`config.mk`:
```
export PLATFORM = sky130hd
export DESIGN_NAME = aagol_ctrl
export DESIGN_NICKNAME = d
export VERILOG_FILES = /design/src/hw/rtl/aagol_pkg.sv /design/src/hw/rtl/aagol_ctrl.sv
export SDC_FILE = /design/constraint.sdc
export NUM_CORES = 1
export LEC_CHECK = 0
export BUFFER_PORTS_ARGS = -buffer_cell sky130_fd_sc_hd__buf_2
export CAP_MARGIN = 20
export CORE_AREA = 8 8 45 47
export CTS_BUF_LIST = sky130_fd_sc_hd__clkbuf_8 sky130_fd_sc_hd__clkbuf_16
export CTS_CLUSTER_SIZE = 25
export DETAILED_ROUTE_END_ITERATION = 16
export DIE_AREA = 0 0 53 55
export GPL_ROUTABILITY_DRIVEN = 0
export PLACE_DENSITY = 0.7
export SLEW_MARGIN = 10
export SYNTH_ARGS = -nofsm -noshare
export SYNTH_HDL_FRONTEND = slang
export SYNTH_SLANG_ARGS = --single-unit
```
`constraint.sdc`:
```
create_clock -name clk -period 2.5 [get_ports clk]
set_input_delay 0.125 -clock clk [delete_from_list [all_inputs] [get_ports clk]]
set_output_delay 0.125 -clock clk [all_outputs]
set_load 0.005 [all_outputs]
```
`src/hw/rtl/aagol_pkg.sv`:
```
package aagol_pkg;

	// Field and state widths
	localparam int DW      = 32;   // sample, target and parameter width
	localparam int FRAC    = 16;   // fraction bits of the fixed-point format
	localparam int GSW     = 48;   // gain gradient sum width
	localparam int OSW     = 40;   // offset gradient sum width
	localparam int MSW     = 16;   // max_step width
	localparam int ELW     = 8;    // epoch_length width
	localparam int NUMW    = 40;   // normalized magnitude width
	localparam int DENW    = 32;   // normalized average width
	localparam int DVD_W   = 58;   // divider dividend / quotient width
	localparam int DVS_W   = 36;   // divider divisor width
	localparam int DIV_CW  = 6;    // divider iteration counter width
	localparam int SHW     = 5;    // normalize shift width
	localparam int AVG_DIV = 1000; // decay divisor of the running average

	// Average decay: x/1000 = (x>>3)/125, and for n < 2^45
	// floor(n/125) = (n * ceil(2^51/125)) >> 51
	localparam int         AVG_PRE = 3;               // 1000 = 8 * 125
	localparam int         RN_W    = 45;              // pre-shifted difference width
	localparam int         RCP_SH  = 51;              // reciprocal shift
	localparam int         RSUM_W  = 90;              // full reciprocal product width
	localparam logic [12:0] RCP_M1 = 13'h1062;        // reciprocal, upper bits
	localparam logic [31:0] RCP_M0 = 32'h4DD2_F1AA;   // reciprocal, lower 32 bits

	// Configuration register indexes
	typedef enum logic [0:0] {
		REG_MAX_STEP   = 1'b0,
		REG_EPOCH_LEN  = 1'b1
	} reg_idx_t;

	// Controller states
	typedef enum logic [3:0] {
		ST_IDLE,
		ST_MUL1,
		ST_MAP,
		ST_MUL2,
		ST_ACC,
		ST_AVG_GO,
		ST_AVG_MUL1,
		ST_AVG_MUL2,
		ST_AVG_UPD,
		ST_NORM,
		ST_UMUL,
		ST_STEP_GO,
		ST_STEP_WAIT,
		ST_OUT
	} state_t;

	// Controller to datapath commands
	typedef struct packed {
		logic load;     // capture the input transaction
		logic mul1;     // gain * sample
		logic map;      // mapped value and error
		logic mul2;     // sample * error
		logic acc;      // gradient sums and epoch count
		logic avg_go;   // size/diff capture
		logic rcp1;     // reciprocal partial products, low and high
		logic rcp2;     // reciprocal partial products, cross terms
		logic avg_upd;  // running average update
		logic norm;     // normalize numerator and denominator
		logic umul;     // max_step * 3 * num
		logic step_go;  // start step division
		logic apply;    // move the parameter
		logic psel;     // 0 gain, 1 offset
		logic out_load; // load the result register
	} cmd_t;

	// Datapath to controller status
	typedef struct packed {
		logic train;
		logic epoch_end;
		logic div_done;
	} sts_t;

	// Magnitude of a signed word, as unsigned of the same width
	function automatic logic [DW-1:0] mag32(input logic [DW-1:0] v);
		mag32 = v[DW-1] ? (~v + 1'b1) : v;
	endfunction

endpackage

```
`src/hw/rtl/aagol_ctrl.sv`:
```
module aagol_ctrl (
	input  logic             clk,
	input  logic             arst_n,
	input  logic             in_valid,
	output logic             in_ready,
	output logic             out_valid,
	input  logic             out_ready,
	input  aagol_pkg::sts_t  sts,
	output aagol_pkg::cmd_t  cmd
);

	aagol_pkg::state_t state_q, state_d;
	logic              psel_q, psel_d;
	logic              ovalid_q;

	always_ff @(posedge clk or negedge arst_n) begin
		if (!arst_n) begin
			state_q  <= aagol_pkg::ST_IDLE;
			psel_q   <= 1'b0;
			ovalid_q <= 1'b0;
		end else begin
			state_q <= state_d;
			psel_q  <= psel_d;
			if (cmd.out_load)
				ovalid_q <= 1'b1;
			else if (out_ready)
				ovalid_q <= 1'b0;
		end
	end

	// Next state and commands
	always_comb begin
		state_d  = state_q;
		psel_d   = psel_q;
		cmd      = '0;
		cmd.psel = psel_q;
		in_ready = 1'b0;
		unique case (state_q)
			aagol_pkg::ST_IDLE: begin
				in_ready = 1'b1;
				if (in_valid) begin
					cmd.load = 1'b1;
					state_d  = aagol_pkg::ST_MUL1;
				end
			end
			aagol_pkg::ST_MUL1: begin
				cmd.mul1 = 1'b1;
				state_d  = aagol_pkg::ST_MAP;
			end
			aagol_pkg::ST_MAP: begin
				cmd.map = 1'b1;
				state_d = sts.train ? aagol_pkg::ST_MUL2 : aagol_pkg::ST_OUT;
			end
			aagol_pkg::ST_MUL2: begin
				cmd.mul2 = 1'b1;
				state_d  = aagol_pkg::ST_ACC;
			end
			aagol_pkg::ST_ACC: begin
				cmd.acc = 1'b1;
				psel_d  = 1'b0;
				state_d = sts.epoch_end ? aagol_pkg::ST_AVG_GO : aagol_pkg::ST_OUT;
			end
			aagol_pkg::ST_AVG_GO: begin
				cmd.avg_go = 1'b1;
				state_d    = aagol_pkg::ST_AVG_MUL1;
			end
			aagol_pkg::ST_AVG_MUL1: begin
				cmd.rcp1 = 1'b1;
				state_d  = aagol_pkg::ST_AVG_MUL2;
			end
			aagol_pkg::ST_AVG_MUL2: begin
				cmd.rcp2 = 1'b1;
				state_d  = aagol_pkg::ST_AVG_UPD;
			end
			aagol_pkg::ST_AVG_UPD: begin
				cmd.avg_upd = 1'b1;
				state_d     = aagol_pkg::ST_NORM;
			end
			aagol_pkg::ST_NORM: begin
				cmd.norm = 1'b1;
				state_d  = aagol_pkg::ST_UMUL;
			end
			aagol_pkg::ST_UMUL: begin
				cmd.umul = 1'b1;
				state_d  = aagol_pkg::ST_STEP_GO;
			end
			aagol_pkg::ST_STEP_GO: begin
				cmd.step_go = 1'b1;
				state_d     = aagol_pkg::ST_STEP_WAIT;
			end
			aagol_pkg::ST_STEP_WAIT: begin
				if (sts.div_done) begin
					cmd.apply = 1'b1;
					if (psel_q) begin
						state_d = aagol_pkg::ST_OUT;
					end else begin
						psel_d  = 1'b1;
						state_d = aagol_pkg::ST_AVG_GO;
					end
				end
			end
			aagol_pkg::ST_OUT: begin
				if (!ovalid_q || out_ready) begin
					cmd.out_load = 1'b1;
					state_d      = aagol_pkg::ST_IDLE;
				end
			end
			default: state_d = aagol_pkg::ST_IDLE;
		endcase
	end

	assign out_valid = ovalid_q;

endmodule

```
==> summary.txt <==
Cells and area
  • FILL cells: 147
  • Layout Nets: 93
  • Most frequent cells in the layout: buf_2 (23), nor2_1 (15), nand2_1 (7)
  • Diodes inserted: 0
  • Share of layout cells above drive strength 1: 0.345
  • Commonest non-fill, non-tap cell in the layout: buf_2
  • Util after Layout: 0.442
  • Area added between synthesis and finish: 36.6%

Clocking
  • Sink Count: 6
  • Worst-path clk slew: 30 ps
  • Worst-Skew Late Latency: 220 ps
  • CTS Root Buffer Type: clkbuf_8
  • Post-CTS Resized: 0
  • CTS tree: yes
  • Setup bufs post-CTS: 0
  • TritonCTS buffer count: 3
  • Hold Buf Count CTS: 1
  • Clock Path Buffers: 2
  • H-tree Lvls: 1

Timing
  • Setup TNS: 0 ps
  • Slew Limit Fails: 0
  • Clk_skew: 1.83 ps
  • Max_slew headroom: 0.743
  • # setup viols final: 0
  • RSZ-0062 raised after global routing: no
  • Achievable frequency: 617 MHz
  • Worst-Margin Slew: 386 ps
  • Final worst-path cycle share: 0.648
  • Post-route setup slack: 879 ps
  • Final Hold Vio Count: 0
  • Final Critical Period: 1620 ps

Die
  • Chip Height: 55 um
  • Row count: 14
  • Core box area: 0.00138 mm2
  • Initial core utilization: 0.324
  • Die Footprint: 0.00292 mm2
  • IO Pins: 24
  • Die width: 53 um

Logic synthesis
  • Synth warnings: 0
  • Largest family of logic cells by synthesized area: simple AND/OR/NAND/NOR gates
  • Flops & latches, synth: 6
  • Synth Area in Adders: 0
  • Sequential share of the synthesized area: 0.335
  • Area share of xor/xnor cells in the synthesized design: 0
  • Gate Count Post-Synth: 61
  • Synth Area in Compound Gates: 0.212
  • Synthesized Nets: 68
  • Avg Cell Area, Syn: 7.34 um2
  • Post-synthesis simple-gate area fraction: 0.385
  • Mux share of post-synthesis cell area: 0
  • Synthesized area: 448 um2
  • Cell variety after synth: 25

Placement
  • HPWL after DPL: 1.05 mm
  • # port buffers: 23
  • Worst slack at placement: 1110 ps

Routing
  • Average vias per placed instance: 5.06
  • Avg WL per Cell: 12.2 um
  • Drt first pass iters: 4
  • Antenna-violating nets left: 0
  • Final WL: 1.22 mm
  • Vias: 506
  • DR DRC count: 0
  • DR iter-0 viols: 13

GRT
  • Met1 usage: 0.0846
  • Grt total ovfl: 0
  • Total GRT Usage: 0.0862
  • First-pass GRT wire length: 1.87 mm
  • Vias in the first global route: 449
  • Met2 Use GR: 0.148
  • Grt peak-use layer: met2
  • M3 GR Usage: 0.0294
  • Initial antenna violation count: 0
  • Largest net degree at the start of global routing: 14

Setup path
  • Data required, critical path: 2380 ps
  • CP Capture Type: output port
  • Worst setup SP type: flop
  • Kind of critical path: reg2out
  • Arrival time worst endpoint: 1500 ps
  • Crit-path cells: inv_1 -> nand2_1 -> or2_1 -> nor2_1 -> buf_2
  • Maximum fanout along the worst path: 12
  • Crit-path slowest cell: dfrtp_1
  • CP max stage delay: 480 ps

Power and ir drop
  • Power density cells: 1260 mW/mm2
  • Internal: 0.000434 W
  • Leak pwr: 0.330 nW
  • Seq pwr share: 0.304
  • Sw Share: 0.439
  • Max VDD drop: 0.475 mV
  • Psw: 0.000339 W
  • Logic pwr share: 0.516
  • Clk pwr share: 0.180

Hold path
  • Hold WC Path Type: in2async

Job
  • Max cap viols: 0

Status
  • Outcome: complete, no violations
-- cell type report --
type | count | area [um2] | share of cell area
Timing Repair Buffer | 24 | 125 | 0.204
Tap cell | 16 | 20.0 | 0.0327
Clock buffer | 3 | 41.3 | 0.0675
Multi-Input combinational cell | 49 | 268 | 0.438
Sequential cell | 6 | 150 | 0.245
Inverter | 2 | 7.51 | 0.0123
-- sequential cells by signal (all words and copies together), names as in the netlist --
| name | count |
|---|---|
| state_q | 4 |
| out_valid | 1 |
| psel_q | 1 |
-- metal layers --
metal	up-vias	part of all wire
li1	256	-
met1	228	0.38
met2	20	0.52
met3	2	0.094
met4	0	0.0033
met5	-	0
-- synthesized netlist by cell type, drive strengths merged --
library cell	instances	area [um2]
o32ai	1	8.76
nand2b	3	21.3
o22ai	1	6.26
nor2b	3	18.8
buf	4	22.5
nand2	7	26.3
or3	1	6.26
a31oi	1	6.26
a21boi	1	7.51
o21ai	3	18.8
and2	1	6.26
o311a	1	10.0
nor3	4	25.0
o211a	1	10.0
a22oi	1	7.51
inv	2	7.51
dfrtp	6	150
a2bb2o	1	10.0
nor2	15	56.3
a21oi	2	10.0
or2	2	12.5
-- cell families (layout without fill, tap and decap cells) --
logic type,after synthesis,after routing
AND/OR/NAND/NOR,36,36
AO/OA/AOI/OAI,13,13
flip-flops,6,6
buffers and inverters,6,29
-- metrics by stage --
step                cell area, um2  hold WS (ps)  total power, W  instances
finish                         612           253        0.000773        100
global route                   612           260        0.000851        100
CTS                            612           248        0.000785        100
detailed placement             561         -47.4        0.000639         96
global placement               561         -50.1        0.000631         96
floorplan                      448          -171        0.000520         61
-- power groups by stage --
stage,sequential [W],combinational [W],clock (W)
floorplan,0.000187,0.000332,0
global placement,0.000234,0.000396,0
detailed placement,0.000235,0.000404,0
CTS,0.000234,0.000406,0.000144
global route,0.000252,0.000445,0.000154
finish,0.000235,0.000398,0.000139
-- worst max-delay path: cells and delay by family, from the launching register on --
| family | cells | cell delay (ps) |
|---|---|---|
| buf+inv | 2 | 300 |
| flops | 1 | 480 |
| simple gates | 3 | 490 |
-- final timing paths --
check                           slack, ps  startpoint          to  cells after the start
worst max-delay path                  880  state_q[1]      cmd[0]                      5
worst min-delay path                  250      arst_n  state_q[3]                      2
worst max register to register       1150  state_q[1]  state_q[3]                      4
worst min register to register        540      psel_q      psel_q                      2
max in group asynchronous            2110      arst_n      psel_q                      2
min in group clk                      250   out_ready   out_valid                      3
Note: power is estimated with default switching activity, not from simulation.
